## config.mk

```make
export PLATFORM = sky130hd
export DESIGN_NAME = bptc_cfg_regs
export DESIGN_NICKNAME = d
export VERILOG_FILES = /design/src/hw/rtl/bptc_pkg.sv /design/src/hw/rtl/bptc_cfg_regs.sv
export SDC_FILE = /design/constraint.sdc
export NUM_CORES = 1
export LEC_CHECK = 0
export ABC_CLOCK_PERIOD_IN_PS = 800
export BUFFER_PORTS_ARGS = -buffer_cell sky130_fd_sc_hd__buf_2
export CORE_MARGIN = 2
export CORE_UTILIZATION = 50
export DETAILED_ROUTE_END_ITERATION = 7
export GPL_TIMING_DRIVEN = 0
export PLACE_DENSITY = 0.79
export SETUP_SLACK_MARGIN = 0.2
export SYNTH_ARGS = -nofsm -noshare
export SYNTH_HDL_FRONTEND = slang
export SYNTH_SLANG_ARGS = --single-unit
```

## constraint.sdc

```tcl
create_clock -name clk -period 0.8 [get_ports clk]
set_input_delay 0.04 -clock clk [delete_from_list [all_inputs] [get_ports clk]]
set_output_delay 0.04 -clock clk [all_outputs]
set_load 0.02 [all_outputs]
```

## src/hw/rtl/bptc_pkg.sv

```systemverilog
package bptc_pkg;

	// Field widths
	localparam int RAW_BITS   = 24;
	localparam int COEFF_BITS = 16;
	localparam int TEMP_W     = 19;
	localparam int PRES_W     = 32;

	// Shift amounts and scales of the compensation formulae
	localparam int REF_SCALE     = 8;
	localparam int OFF_SCALE     = 17;
	localparam int SENS_SCALE    = 16;
	localparam int TEMP_SHIFT    = 23;
	localparam int OFF_TC_SHIFT  = 6;
	localparam int SENS_TC_SHIFT = 7;
	localparam int T2_SHIFT      = 31;
	localparam int OFF2_SHIFT    = 4;
	localparam int P_SHIFT       = 21;
	localparam int PRES_SHIFT    = 15;

	// Temperature thresholds in hundredths of a degree
	localparam int T_REF  = 2000;
	localparam int T_COLD = -1500;

	// Internal widths
	localparam int DT_W    = ((RAW_BITS > COEFF_BITS + REF_SCALE) ?
	                          RAW_BITS : COEFF_BITS + REF_SCALE) + 1;
	localparam int MUL_W   = DT_W + COEFF_BITS + 1;
	localparam int TD_W    = MUL_W - TEMP_SHIFT;
	localparam int TEMP1_W = TD_W + 1;
	localparam int SQ_W    = 2 * DT_W;
	localparam int T2_W    = SQ_W - T2_SHIFT;
	localparam int TDSQ_W  = 2 * TD_W;
	localparam int VLSQ_W  = 2 * TEMP1_W;
	localparam int OFF_W   = 40;
	localparam int SENS_W  = 40;
	localparam int OFF2_W  = OFF_W + OFF2_SHIFT;
	localparam int SPLIT_W = SENS_W / 2;
	localparam int PROD_W  = RAW_BITS + SENS_W;

	// Port widths
	localparam int IN_W      = ((2 * RAW_BITS + 7) / 8) * 8;
	localparam int OUT_W     = ((TEMP_W + PRES_W + 7) / 8) * 8;
	localparam int CFG_IDX_W = 3;

	// Configuration register indexes
	typedef enum logic [CFG_IDX_W-1:0] {
		REG_SENS      = 3'd0,
		REG_OFF       = 3'd1,
		REG_SENS_TEMP = 3'd2,
		REG_OFF_TEMP  = 3'd3,
		REG_REF_TEMP  = 3'd4,
		REG_TEMP_SLOPE = 3'd5
	} reg_idx_t;

	typedef struct packed {
		logic [COEFF_BITS-1:0] sens;
		logic [COEFF_BITS-1:0] off;
		logic [COEFF_BITS-1:0] sens_temp;
		logic [COEFF_BITS-1:0] off_temp;
		logic [COEFF_BITS-1:0] ref_temp;
		logic [COEFF_BITS-1:0] temp_slope;
	} cfg_t;

	// First-order results
	typedef struct packed {
		logic                       zero;
		logic [RAW_BITS-1:0]        d1;
		logic                       low;
		logic                       cold;
		logic signed [TD_W-1:0]     td;
		logic signed [TEMP1_W-1:0]  temp1;
		logic signed [TEMP1_W-1:0]  vl;
		logic signed [T2_W-1:0]     t2;
		logic signed [OFF_W-1:0]    off;
		logic signed [SENS_W-1:0]   sens;
	} first_t;

	// Corrected temperature, offset and sensitivity
	typedef struct packed {
		logic                      zero;
		logic [RAW_BITS-1:0]       d1;
		logic signed [TEMP_W-1:0]  temp;
		logic signed [OFF_W-1:0]   off;
		logic signed [SENS_W-1:0]  sens;
	} second_t;

endpackage

```

## src/hw/rtl/bptc_cfg_regs.sv

```systemverilog
module bptc_cfg_regs (
	input  logic                             clk,
	input  logic                             arst_n,
	input  logic                             cfg_valid,
	output logic                             cfg_ready,
	input  logic [bptc_pkg::CFG_IDX_W-1:0]   cfg_index,
	input  logic [bptc_pkg::COEFF_BITS-1:0]  cfg_data,
	output bptc_pkg::cfg_t                   cfg
);

	bptc_pkg::cfg_t cfg_q;

	assign cfg_ready = 1'b1;
	assign cfg       = cfg_q;

	// Calibration words; unknown indexes are dropped
	always_ff @(posedge clk or negedge arst_n) begin
		if (!arst_n) begin
			cfg_q <= '0;
		end else if (cfg_valid) begin
			case (cfg_index)
				bptc_pkg::REG_SENS:       cfg_q.sens       <= cfg_data;
				bptc_pkg::REG_OFF:        cfg_q.off        <= cfg_data;
				bptc_pkg::REG_SENS_TEMP:  cfg_q.sens_temp  <= cfg_data;
				bptc_pkg::REG_OFF_TEMP:   cfg_q.off_temp   <= cfg_data;
				bptc_pkg::REG_REF_TEMP:   cfg_q.ref_temp   <= cfg_data;
				bptc_pkg::REG_TEMP_SLOPE: cfg_q.temp_slope <= cfg_data;
				default: ;
			endcase
		end
	end

endmodule

```

==> results of run 1 <==
==> routing by layer <==
layer | global-route usage | share of wire | vias up
met2 | 0.4785 | 0.51 | 121
met4 | 0.08846 | 0.028 | 0
met5 | 0 | 0 | -
li1 | - | - | 1131
met3 | 0.05616 | 0.061 | 29
met1 | 0.3548 | 0.40 | 1391
==> stage by stage <==
step	cell area (um^2)	worst slack, ns	utilization
finish	6467	-0.1955	0.8965
global route	6467	-0.2351	0.8965
CTS	6132	-0.1808	0.8500
detailed placement	4644	-0.7430	0.6438
global placement	4614	-1.357	0.6396
floorplan	3910	-0.4250	-
==> Yosys cell counts (all sizes together) <==
cell / count
and4bb: 3
buf: 11
conb: 1
dfrtp: 96
mux2: 96
nand4b: 2
nor4b: 1
==> logic make-up (layout without fill, tap and decap cells) <==
kind of cell | after synthesis | count (layout) | synth area share
buf+inv | 11 | 212 | 0.03018
flops | 96 | 96 | 0.6511
mux | 96 | 96 | 0.2930
other cells | 1 | 1 | 0.001016
simple gates | 6 | 6 | 0.02475
==> where the power goes <==
part	leakage [nW]	switching (W)	internal, W
clock	0.116	0.00178	0.00188
sequential	1.15	0.00108	0.00593
combinational	1.96	0.00296	0.00448
==> cell type report <==
cell class	instances	area [um^2]
fill	251	747.0
multi-input combinational	103	1528
timing repair buffer	185	2016
clock inverter	5	88.84
buffer	11	162.7
tap	99	123.9
sequential	96	2407
clock buffer	11	141.4
==> how the worst max path moves through the flow <==
stage | start | endpoint | slack (ns) | depth (start not counted)
2_1_floorplan | cfg_index[0] | cfg[80] | -0.42 | 4
3_3_place_gp | arst_n | cfg[32] | -1.36 | 1
3_5_place_dp | cfg_index[1] | cfg[82] | -0.74 | 4
4_1_cts | cfg[21] | cfg[21] | -0.18 | 1
5_1_grt | cfg[54] | cfg[54] | -0.24 | 1
6_report | cfg[54] | cfg[54] | -0.20 | 1
==> timing repair <==
item                                    4_1_cts  5_1_grt
gates cloned                                  3        1
resized for setup                           242       55
endpoints found under the setup margin      192      192
pin swaps                                     4        2
hold endpoints to repair                    113       56
buffers inserted                             47       17
==> results.rst, run 1 <==
.. list-table::
   :header-rows: 1

   * - Metric
     - Value
   * - Status
     - complete, but fails checks
   * - Number of cells in the finished layout apart from fillers
     - 510
   * - Via count of the first global-routing pass
     - 2,838
   * - Reg-to-Reg End
     - cfg[71]
   * - Netlist Area Pre-Place
     - 0.003690 mm^2
   * - Post-route setup TNS
     - -22.04 ns
   * - Overflow left after global routing
     - 0
   * - Port buffer count
     - 116
   * - Hold crit path type
     - input pin to asynchronous set/reset pin
   * - Total number of vias
     - 2,672
   * - Category of cells accounting for the largest share of critical-path delay
     - flip-flops
   * - Clock slew at the register clock pins of the worst setup and hold paths
     - 0.10 ns
   * - Clock latency at the later pin of the worst-skew pair
     - 0.35 ns
   * - Diodes inserted
     - 0
   * - Element type at the critical path start
     - flop
   * - Number of nets in the layout
     - 428
   * - FF+latch count, synth
     - 96
   * - Core region area
     - 0.007214 mm^2
   * - Clock tree from TritonCTS
     - built
   * - Achievable frequency
     - 1.005 GHz
   * - Global-route wire length before repair
     - 16,990 um
   * - Post-synth top area cell
     - sky130_fd_sc_hd__dfrtp_1
   * - Overall global routing resource usage
     - 0.2774
   * - Most frequent cells in the layout
     - sky130_fd_sc_hd__buf_6 (145), sky130_fd_sc_hd__dfrtp_1 (92), sky130_fd_sc_hd__mux2_4 (89)
   * - Number of max-capacitance violations reported
     - 0
   * - Mapped Cells
     - 210
   * - Clock Tree Root
     - sky130_fd_sc_hd__clkbuf_8
   * - Final number of setup-violating endpoints
     - 178
   * - Beginning of the worst register-to-register path
     - cfg[71]
   * - Portion of the post-synthesis area used by sequential elements
     - 0.6511
   * - Slowest-stage cell, CP
     - sky130_fd_sc_hd__dfrtp_1
   * - Largest register FFs
     - 96
   * - Area of the die
     - 0.008083 mm^2
   * - Last weighted congestion value of the routability-driven placer
     - 0.7009
   * - Routed wire length
     - 13,030 um
   * - RSZ-0062 raised after global routing
     - true
   * - Worst Path Class, Setup
     - flop to output port
   * - Critical path's largest stage delay
     - 0.44 ns
   * - Final HPWL from detailed placement
     - 5570 um
   * - Minimum clock period after layout
     - 0.9955 ns
   * - Ranking of synthesized cells by area
     - sky130_fd_sc_hd__dfrtp_1 (65%), sky130_fd_sc_hd__mux2_2 (29%), sky130_fd_sc_hd__buf_6 (2.1%)
   * - Cells on worst reg2reg path
     - 2
   * - Peak fanout along the critical path
     - 2
   * - Worst path cell trace
     - buf_6
   * - Total power of the final layout
     - 0.01812 W
   * - Critical Path RT
     - 0.76 ns
   * - Failing checks
     - hold timing, setup timing
   * - Max_slew headroom
     - 0.6112
   * - Clock sinks
     - 96
   * - Worst IR Drop VDD
     - 1.501 mV
   * - Final Cycle Share
     - 1.244
   * - Critical path arrival
     - 0.96 ns
   * - Power per cell area
     - 2801 mW/mm^2
   * - Endpoint type of the worst setup path
     - output port
   * - Count of antenna-violating nets left after detailed routing
     - 0
   * - Net count after synthesis
     - 232
   * - Post-synth top area share
     - 0.6511
   * - Final worst-path setup slack
     - -0.1955 ns
   * - Total I/O pin count
     - 119
   * - Register-to-register path setup slack
     - -0.18 ns
   * - Number of buffers between clock root and the deepest sink
     - 2
   * - Detail-routed net length per standard cell
     - 25.55 um
   * - Leakage
     - 3.221 nW
   * - CTS Buf Count
     - 9
   * - Hold_ws
     - -0.3306 ns
   * - Pin slew with the least headroom to its limit
     - 0.5831 ns
   * - Number of remaining DRC errors
     - 0
   * - Final hold violation count
     - 42
   * - Crit path buf inv count
     - 1
   * - H-tree lvl count
     - 3
   * - Synthesis Warnings
     - 0
   * - DRT Pass-1 Iters
     - 4
   * - Vias per cell
     - 5.239
   * - Iteration-0 DRC count of the detailed router
     - 147
   * - Fraction of layout cells with a size suffix above 1
     - 0.7689
   * - Y dimension of the die
     - 89.91 um
   * - Max Clock Skew
     - 0 ns
   * - Number of pins with negative max-slew slack in the final report
     - 0
   * - Syn Area/Cell
     - 17.57 um^2
   * - Width of the chip
     - 89.91 um
   * - Maximum number of pins on one net before global-route repair
     - 55
   * - Synthesis-to-layout area growth
     - 75.28%
   * - Initial Util
     - 0.5114
   * - Number of distinct library cells after synthesis
     - 12
   * - Core Rows
     - 31
   * - Cell count after placement
     - 426
   * - Most common cell after layout, fill and taps aside
     - sky130_fd_sc_hd__buf_6
   * - Initial antenna violation count
     - 0
(Power assumes the default switching activity.)
==> run 2: changes to the inputs <==
--- a/config.mk
+++ b/config.mk
@@ -5,13 +5,15 @@
 export SDC_FILE = /design/constraint.sdc
 export NUM_CORES = 1
 export LEC_CHECK = 0
+export ABC_AREA = 1
 export ABC_CLOCK_PERIOD_IN_PS = 800
 export BUFFER_PORTS_ARGS = -buffer_cell sky130_fd_sc_hd__buf_2
+export CAP_MARGIN = 0
 export CORE_MARGIN = 2
 export CORE_UTILIZATION = 50
 export DETAILED_ROUTE_END_ITERATION = 7
 export GPL_TIMING_DRIVEN = 0
-export PLACE_DENSITY = 0.79
+export PLACE_DENSITY = 0.78
 export SETUP_SLACK_MARGIN = 0.2
 export SYNTH_ARGS = -nofsm -noshare
 export SYNTH_HDL_FRONTEND = slang
==> run 2 against run 1 <==
Against the previous run:
- the run still ends with hold timing, setup timing left
- utilization is 2.0 points lower
- synthesized area is 2.6% higher
- cell area is 1.2% lower
- total power is 8.9% lower
- non-clock buffer count is 4 higher
- die area is 2.5% higher
- final cell count is 42% higher
- wire length is 22% higher
- clock power is 4% lower
- critical path depth stayed put
- sequential power is 3.9% lower
- critical path type unchanged
- largest cell class unchanged
- largest power group is now sequential cells
==> results.rst, run 2 <==
.. list-table::
   :header-rows: 1

   * - Metric
     - Value
   * - Most frequent cell after synthesis
     - sky130_fd_sc_hd__nand2_1 (was sky130_fd_sc_hd__dfrtp_1)
   * - Last weighted congestion value of the routability-driven placer
     - 0.8159 (was 0.7009)
   * - Number of distinct library cells after synthesis
     - 12 (unchanged)
   * - Portion of the post-synthesis area used by sequential elements
     - 0.6345 (was 0.6511)
   * - Core region area
     - 0.007292 mm^2 (was 0.007214 mm^2)
   * - Port buffer count
     - 117 (was 116)
   * - Worst path cell trace
     - buf_6 (unchanged)
   * - Crit path buf inv count
     - 1 (unchanged)
   * - Maximum number of pins on one net before global-route repair
     - 61 (was 55)
   * - FF+latch count, synth
     - 96 (unchanged)
   * - Diodes inserted
     - 0 (unchanged)
   * - Most frequently used flop master after synthesis
     - sky130_fd_sc_hd__dfrtp_1 (unchanged)
   * - Most common cell after layout, fill and taps aside
     - sky130_fd_sc_hd__nand2_1 (was sky130_fd_sc_hd__buf_6)
   * - Worst Path Class, Setup
     - flop to output port (unchanged)
   * - Final worst-path setup slack
     - -0.2461 ns (was -0.1955 ns)
   * - Clock latency at the later pin of the worst-skew pair
     - 0.36 ns (was 0.35 ns)
   * - Syn Area/Cell
     - 8.867 um^2 (was 17.57 um^2)
   * - Slowest-stage cell, CP
     - sky130_fd_sc_hd__dfrtp_1 (unchanged)
   * - Element type at the critical path start
     - flop (unchanged)
   * - Most frequent cells in the layout
     - sky130_fd_sc_hd__nand2_1 (163), sky130_fd_sc_hd__buf_6 (154), sky130_fd_sc_hd__nand3_1 (64) (was sky130_fd_sc_hd__buf_6 (145), sky130_fd_sc_hd__dfrtp_1 (92), sky130_fd_sc_hd__mux2_4 (89))
   * - Y dimension of the die
     - 91.02 um (was 89.91 um)
   * - Category of cells accounting for the largest share of critical-path delay
     - flip-flops (unchanged)
   * - Post-synth top area cell
     - sky130_fd_sc_hd__dfrtp_1 (unchanged)
   * - Clock slew at the register clock pins of the worst setup and hold paths
     - 0.12 ns (was 0.10 ns)
   * - DRT Pass-1 Iters
     - 5 (was 4)
   * - Iteration-0 DRC count of the detailed router
     - 389 (was 147)
   * - Width of the chip
     - 91.02 um (was 89.91 um)
   * - Failing checks
     - hold timing, setup timing (unchanged)
   * - Number of max-capacitance violations reported
     - 0 (unchanged)
   * - Largest register FFs
     - 96 (unchanged)
   * - Most congested layer reported by global routing
     - met2 (unchanged)
   * - Initial Util
     - 0.5192 (was 0.5114)
   * - Number of remaining DRC errors
     - 0 (unchanged)
   * - Register-to-register path setup slack
     - -0.18 ns (about the same)
   * - Number of buffers between clock root and the deepest sink
     - 2 (unchanged)
   * - Critical path's largest stage delay
     - 0.46 ns (was 0.44 ns)
   * - EDFF count, synth
     - 0 (unchanged)
   * - Clock sinks
     - 96 (unchanged)
   * - RSZ-0062 raised after global routing
     - true (unchanged)
   * - Max_slew headroom
     - 0.6514 (was 0.6112)
   * - Final Cycle Share
     - 1.308 (was 1.244)
   * - Vias per cell
     - 5.717 (was 5.239)
   * - Net count after synthesis
     - 449 (was 232)
   * - Async S/R FF share, synth
     - 1.000 (unchanged)
   * - Critical Path RT
     - 0.76 ns (about the same)
   * - Hold crit path type
     - input pin to asynchronous set/reset pin (unchanged)
   * - Number of pins with negative max-slew slack in the final report
     - 0 (unchanged)
   * - Worst IR Drop VDD
     - 1.528 mV (was 1.501 mV)
   * - Netlist Area Pre-Place
     - 0.003786 mm^2 (was 0.003690 mm^2)
   * - Global-route wire length before repair
     - 19,980 um (was 16,990 um)
   * - Max Clock Skew
     - 0 ns (unchanged)
   * - Met3 track utilization from global routing
     - 0.08050 (was 0.05616)
   * - Leakage
     - 3.352 nW (was 3.221 nW)
   * - Synthesis-to-layout area growth
     - 68.77% (was 75.28%)
   * - Overall global routing resource usage
     - 0.3127 (was 0.2774)
   * - Ranking of synthesized cells by area
     - sky130_fd_sc_hd__dfrtp_1 (63%), sky130_fd_sc_hd__nand2_1 (23%), sky130_fd_sc_hd__nand3_1 (8.5%) (was sky130_fd_sc_hd__dfrtp_1 (65%), sky130_fd_sc_hd__mux2_2 (29%), sky130_fd_sc_hd__buf_6 (2.1%))
   * - Critical path arrival
     - 1.01 ns (was 0.96 ns)
   * - Area of the die
     - 0.008285 mm^2 (was 0.008083 mm^2)
   * - Total I/O pin count
     - 119 (unchanged)
   * - CTS Buf Count
     - 9 (unchanged)
   * - Final number of setup-violating endpoints
     - 114 (was 178)
   * - Minimum clock period after layout
     - 1.046 ns (was 0.9955 ns)
   * - Synthesis Warnings
     - 0 (unchanged)
   * - Post-synth top area share
     - 0.6345 (was 0.6511)
   * - Achievable frequency
     - 0.9559 GHz (was 1.005 GHz)
   * - Status
     - complete, but fails checks (unchanged)
   * - Overflow left after global routing
     - 0 (unchanged)
   * - Peak fanout along the critical path
     - 2 (unchanged)
   * - H-tree lvl count
     - 3 (unchanged)
   * - Final hold violation count
     - 55 (was 42)
   * - Clock tree from TritonCTS
     - built (unchanged)
   * - Power per cell area
     - 2583 mW/mm^2 (was 2801 mW/mm^2)
   * - Fraction of layout cells with a size suffix above 1
     - 0.5425 (was 0.7689)
   * - Initial antenna violation count
     - 0 (unchanged)
   * - Detail-routed net length per standard cell
     - 21.93 um (was 25.55 um)
   * - Most instantiated cells after synthesis
     - sky130_fd_sc_hd__nand2_1 (232), sky130_fd_sc_hd__dfrtp_1 (96), sky130_fd_sc_hd__nand3_1 (64), sky130_fd_sc_hd__buf_2 (13) (was sky130_fd_sc_hd__dfrtp_1 (96), sky130_fd_sc_hd__mux2_2 (95), sky130_fd_sc_hd__buf_6 (7))
   * - Core Rows
     - 31 (unchanged)
   * - Mapped Cells
     - 427 (was 210)
   * - Number of nets in the layout
     - 640 (was 428)
   * - Via count of the first global-routing pass
     - 3,793 (was 2,838)
   * - Final HPWL from detailed placement
     - 7325 um (was 5570 um)
   * - Pin slew with the least headroom to its limit
     - 0.5229 ns (was 0.5831 ns)
   * - Total number of vias
     - 4,128 (was 2,672)
   * - Global-route track usage on met2
     - 0.5228 (was 0.4785)
   * - Endpoint type of the worst setup path
     - output port (unchanged)
   * - Hold_ws
     - -0.3720 ns (was -0.3306 ns)
   * - Met1 Use GR
     - 0.3989 (was 0.3548)
   * - Routed wire length
     - 15,830 um (was 13,030 um)
   * - Clock Tree Root
     - sky130_fd_sc_hd__clkbuf_8 (unchanged)
   * - Count of antenna-violating nets left after detailed routing
     - 0 (unchanged)
   * - Setup WS pre-CTS
     - -0.3543 ns (was -0.7430 ns)
[run 2: kinds of logic after synthesis]
group | share of synthesized area
simple gates | 0.3305
other cells | 0.0009905
flops | 0.6345
buf+inv | 0.03404
[run 2: path summary, 6_finish.rpt]
path / from / endpoint / cells past startpoint
max in group asynchronous: arst_n / cfg[48] / 2
setup reg to reg: cfg[69] / cfg[69] / 4
hold reg to reg: cfg[35] / cfg[35] / 2
hold / removal: arst_n / cfg[5] / 1
min in group clk: cfg_data[15] / cfg[15] / 3
setup / recovery: cfg[69] / cfg[69] / 1
[run 2: worst reg2reg max path, cell delays in order (launching register included)]
cell and delay [ns]:
sky130_fd_sc_hd__dfrtp_1 0.46, sky130_fd_sc_hd__buf_4 0.17, sky130_fd_sc_hd__buf_6 0.11, sky130_fd_sc_hd__nand2_2 0.05, sky130_fd_sc_hd__nand2_1 0.07
[run 2: stage by stage]
stage / util / area, um^2 / TNS [ns] / total power [W] / instances
after floorplan: - / 3933 / 0 / 0.008404 / 427
after global placement: 0.6366 / 4642 / -137.62 / 0.009778 / 643
after detailed placement: 0.6407 / 4672 / -20.57 / 0.009926 / 644
after CTS: 0.7989 / 5826 / -14.99 / 0.01500 / 690
after global routing: 0.8763 / 6390 / -20.11 / 0.01703 / 722
final: 0.8763 / 6390 / -18.32 / 0.01650 / 722
[run 2: metal layers]
| metal | vias up | wire [um] |
|---|---|---|
| met5 | - | 0 |
| met4 | 0 | 797 |
| met3 | 82 | 1710 |
| met2 | 321 | 7631 |
| met1 | 2012 | 5694 |
| li1 | 1713 | - |
[run 2: power breakdown]
part / internal [W] / switching (W)
sequential: 0.00583 / 0.000910
combinational: 0.00312 / 0.00311
clock: 0.00158 / 0.00195
total: 0.0105 / 0.00597
[run 2: timing repair]
action                                  4_1_cts  5_1_grt
endpoints found under the setup margin      189      192
resized for setup                           223      105
pin swaps                                    68       26
endpoints found under the hold margin        79       60
setup buffers                                30       32
[run 2: area by class of cell]
class                           count  area (um^2)
Tap cell                           99        123.9
Sequential cell                    96         2454
Fill cell                         318        902.1
Inverter                            6        37.54
Buffer                             20        177.7
Multi-Input combinational cell    305         1503
Clock buffer                       10        137.6
Timing Repair Buffer              180         1884
Clock inverter                      6        72.57
==> run 3: changes to the inputs <==
--- a/config.mk
+++ b/config.mk
@@ -9,11 +9,13 @@
 export ABC_CLOCK_PERIOD_IN_PS = 800
 export BUFFER_PORTS_ARGS = -buffer_cell sky130_fd_sc_hd__buf_2
 export CAP_MARGIN = 0
+export CELL_PAD_IN_SITES_DETAIL_PLACEMENT = 0
+export CELL_PAD_IN_SITES_GLOBAL_PLACEMENT = 1
 export CORE_MARGIN = 2
-export CORE_UTILIZATION = 50
+export CORE_UTILIZATION = 37
 export DETAILED_ROUTE_END_ITERATION = 7
 export GPL_TIMING_DRIVEN = 0
-export PLACE_DENSITY = 0.78
+export PLACE_DENSITY = 0.79
 export SETUP_SLACK_MARGIN = 0.2
 export SYNTH_ARGS = -nofsm -noshare
 export SYNTH_HDL_FRONTEND = slang
==> run 3 against run 2 <==
Against the previous run:
- the run still ends with hold timing, setup timing left
- sequential power decreased by 2%
- sequential share of layout area rose by 1.1 points
- register-to-register slack better by 0.12 ns
- clock-buffer cell count is 1 lower
- cell area shrank 2.8%
- clock skew stayed put
- die area up 33%
- combinational power shrank 11%
- maximum frequency grew 6.7%
- flip-flop and latch count did not move
- first-iteration DRC count is 61% lower
- largest cell class unchanged
==> results.rst, run 3 (synthesis gave the netlist of run 2 again) <==
.. list-table::
   :header-rows: 1

   * - Metric
     - Value
   * - Total I/O pin count
     - 119 (unchanged)
   * - Overall global routing resource usage
     - 0.2119 (was 0.3127)
   * - Final HPWL from detailed placement
     - 7588 um (was 7325 um)
   * - Initial Util
     - 0.3838 (was 0.5192)
   * - Clock tree from TritonCTS
     - built (unchanged)
   * - Clock slew at the register clock pins of the worst setup and hold paths
     - 0.10 ns (was 0.12 ns)
   * - Endpoint type of the worst setup path
     - output port (unchanged)
   * - Post-layout instance area
     - 0.006212 mm^2 (was 0.006390 mm^2)
   * - Cell count after placement
     - 678 (was 644)
   * - Critical Path RT
     - 0.76 ns (about the same)
   * - Clock latency at the later pin of the worst-skew pair
     - 0.36 ns (about the same)
   * - Slowest-stage cell, CP
     - sky130_fd_sc_hd__dfrtp_1 (unchanged)
   * - Worst IR Drop VDD
     - 1.267 mV (was 1.528 mV)
   * - RSZ-0062 raised after global routing
     - true (unchanged)
   * - Int Power
     - 0.01020 W (was 0.01054 W)
   * - Via count of the first global-routing pass
     - 3,480 (was 3,793)
   * - Total power of the final layout
     - 0.01546 W (was 0.01650 W)
   * - Final Cycle Share
     - 1.225 (was 1.308)
   * - Max Clock Skew
     - 0 ns (unchanged)
   * - Area of the die
     - 0.01106 mm^2 (was 0.008285 mm^2)
   * - Vias per cell
     - 4.771 (was 5.717)
   * - Achievable frequency
     - 1.020 GHz (was 0.9559 GHz)
   * - Crit path buf inv count
     - 1 (unchanged)
   * - Failing checks
     - hold timing, setup timing (unchanged)
   * - Core region area
     - 0.009864 mm^2 (was 0.007292 mm^2)
   * - Detail-routed net length per standard cell
     - 16.04 um (was 21.93 um)
   * - Core Rows
     - 36 (was 31)
   * - Most frequent cells in the layout
     - sky130_fd_sc_hd__nand2_1 (189), sky130_fd_sc_hd__buf_6 (142), sky130_fd_sc_hd__nand3_1 (64) (was sky130_fd_sc_hd__nand2_1 (163), sky130_fd_sc_hd__buf_6 (154), sky130_fd_sc_hd__nand3_1 (64))
   * - Status
     - complete, but fails checks (unchanged)
   * - Clock Power Share
     - 0.213 (was 0.214)
   * - Number of filler instances in the final layout
     - 819 (was 318)
   * - Clock Tree Root
     - sky130_fd_sc_hd__clkbuf_8 (unchanged)
   * - Element type at the critical path start
     - flop (unchanged)
   * - Routed wire length
     - 11,920 um (was 15,830 um)
   * - Seq pwr share
     - 0.428 (was 0.409)
   * - Category of cells accounting for the largest share of critical-path delay
     - flip-flops (unchanged)
   * - Maximum number of pins on one net before global-route repair
     - 67 (was 61)
   * - Minimum clock period after layout
     - 0.9801 ns (was 1.046 ns)
   * - Global-route wire length before repair
     - 18,170 um (was 19,980 um)
   * - Overflow left after global routing
     - 0 (unchanged)
   * - Most common cell after layout, fill and taps aside
     - sky130_fd_sc_hd__nand2_1 (unchanged)
   * - Number of nets in the layout
     - 627 (was 640)
   * - Width of the chip
     - 105.2 um (was 91.02 um)
   * - Initial antenna violation count
     - 0 (unchanged)
   * - Peak fanout along the critical path
     - 2 (unchanged)
   * - Hold crit path type
     - input pin to asynchronous set/reset pin (unchanged)
   * - Last weighted congestion value of the routability-driven placer
     - 0.7707 (was 0.8159)
   * - Diodes inserted
     - 0 (unchanged)
   * - Largest register FFs
     - 96 (unchanged)
   * - DRT Pass-1 Iters
     - 4 (was 5)
   * - Iteration-0 DRC count of the detailed router
     - 151 (was 389)
   * - Number of max-capacitance violations reported
     - 0 (unchanged)
   * - Synthesis-to-layout area growth
     - 64.08% (was 68.77%)
   * - Leakage
     - 3.278 nW (was 3.352 nW)
   * - Switching portion of total power
     - 0.3407 (was 0.3615)
   * - Y dimension of the die
     - 105.2 um (was 91.02 um)
   * - Final hold violation count
     - 72 (was 55)
   * - Port buffer count
     - 117 (unchanged)
   * - Worst Path Class, Setup
     - flop to output port (unchanged)
   * - H-tree lvl count
     - 3 (unchanged)
   * - Combinational share of power
     - 0.359 (was 0.378)
   * - Total number of vias
     - 3,545 (was 4,128)
   * - CTS Buf Count
     - 9 (unchanged)
   * - Number of pins with negative max-slew slack in the final report
     - 0 (unchanged)
   * - Critical path arrival
     - 0.94 ns (was 1.01 ns)
   * - Setup WS pre-CTS
     - -0.3415 ns (was -0.3543 ns)
   * - Final worst-path setup slack
     - -0.1801 ns (was -0.2461 ns)
   * - Power per cell area
     - 2489 mW/mm^2 (was 2583 mW/mm^2)
   * - Final number of setup-violating endpoints
     - 106 (was 114)
   * - Hold_ws
     - -0.4003 ns (was -0.3720 ns)
   * - Fraction of layout cells with a size suffix above 1
     - 0.4902 (was 0.5425)
   * - Count of antenna-violating nets left after detailed routing
     - 0 (unchanged)
   * - Net load switching power
     - 0.005268 W (was 0.005966 W)
   * - Worst path cell trace
     - buf_6 (unchanged)
   * - Number of cells in the finished layout apart from fillers
     - 743 (was 722)
   * - Number of remaining DRC errors
     - 0 (unchanged)
   * - Number of buffers between clock root and the deepest sink
     - 2 (unchanged)
   * - Clock sinks
     - 96 (unchanged)
   * - Critical path's largest stage delay
     - 0.43 ns (was 0.46 ns)
   * - Cell area after placement
     - 0.004715 mm^2 (was 0.004672 mm^2)
==> run 3: path summary, 6_finish.rpt <==
path                             start  endpoint  slack, ns  cells after the start
max                            cfg[41]   cfg[41]      -0.18                      1
min                             arst_n   cfg[37]      -0.40                      1
max reg2reg                    cfg[91]   cfg[91]      -0.06                      4
min reg2reg                    cfg[84]   cfg[84]       0.49                      2
max in group asynchronous       arst_n    cfg[2]       0.51                      2
min in group clk           cfg_data[3]   cfg[35]      -0.03                      3
==> run 3: power groups by stage <==
| stage | Sequential (W) | Clock, W | Combinational (W) |
|---|---|---|---|
| after CTS | 0.00654 | 0.00332 | 0.00496 |
| after global routing | 0.00672 | 0.00352 | 0.00595 |
| after global placement | 0.00640 | 0 | 0.00343 |
| after floorplan | 0.00754 | 0 | 0.000868 |
| final | 0.00662 | 0.00329 | 0.00555 |
| after detailed placement | 0.00641 | 0 | 0.00351 |
==> run 3: per-stage QoR <==
step                  util  setup TNS [ns]
floorplan                -               0
global placement    0.4749         -145.84
detailed placement  0.4779          -21.09
CTS                 0.5902          -15.19
global route        0.6298          -17.85
finish              0.6298          -15.39
==> run 3: what timing repair did <==
action | 4_1_cts | 5_1_grt
resized for setup | 210 | 75
buffers inserted | 29 | 20
endpoints found under the setup margin | 192 | 192
endpoints found under the hold margin | 72 | 49
pin swaps | 55 | 21
==> run 3: final cells by class <==
| cell class | instances | area, um^2 | share of cell area |
|---|---|---|---|
| well taps | 133 | 166.4 | 0.02679 |
| multi-input cells | 305 | 1413 | 0.2274 |
| inverters | 6 | 35.03 | 0.005639 |
| flip-flops and latches | 96 | 2454 | 0.3950 |
| clock buffers | 9 | 123.9 | 0.01994 |
| clock inverters | 7 | 76.32 | 0.01229 |
| repair buffers | 167 | 1765 | 0.2842 |
| plain buffers | 20 | 178.9 | 0.02880 |
==> run 3: layer usage <==
| metal | up-vias | track usage | wire length [um] |
|---|---|---|---|
| met4 | 0 | 0.05619 | 108 |
| met1 | 1715 | 0.2904 | 5168 |
| met2 | 126 | 0.3349 | 5738 |
| met5 | - | 0 | 0 |
| li1 | 1691 | - | - |
| met3 | 13 | 0.05490 | 903 |
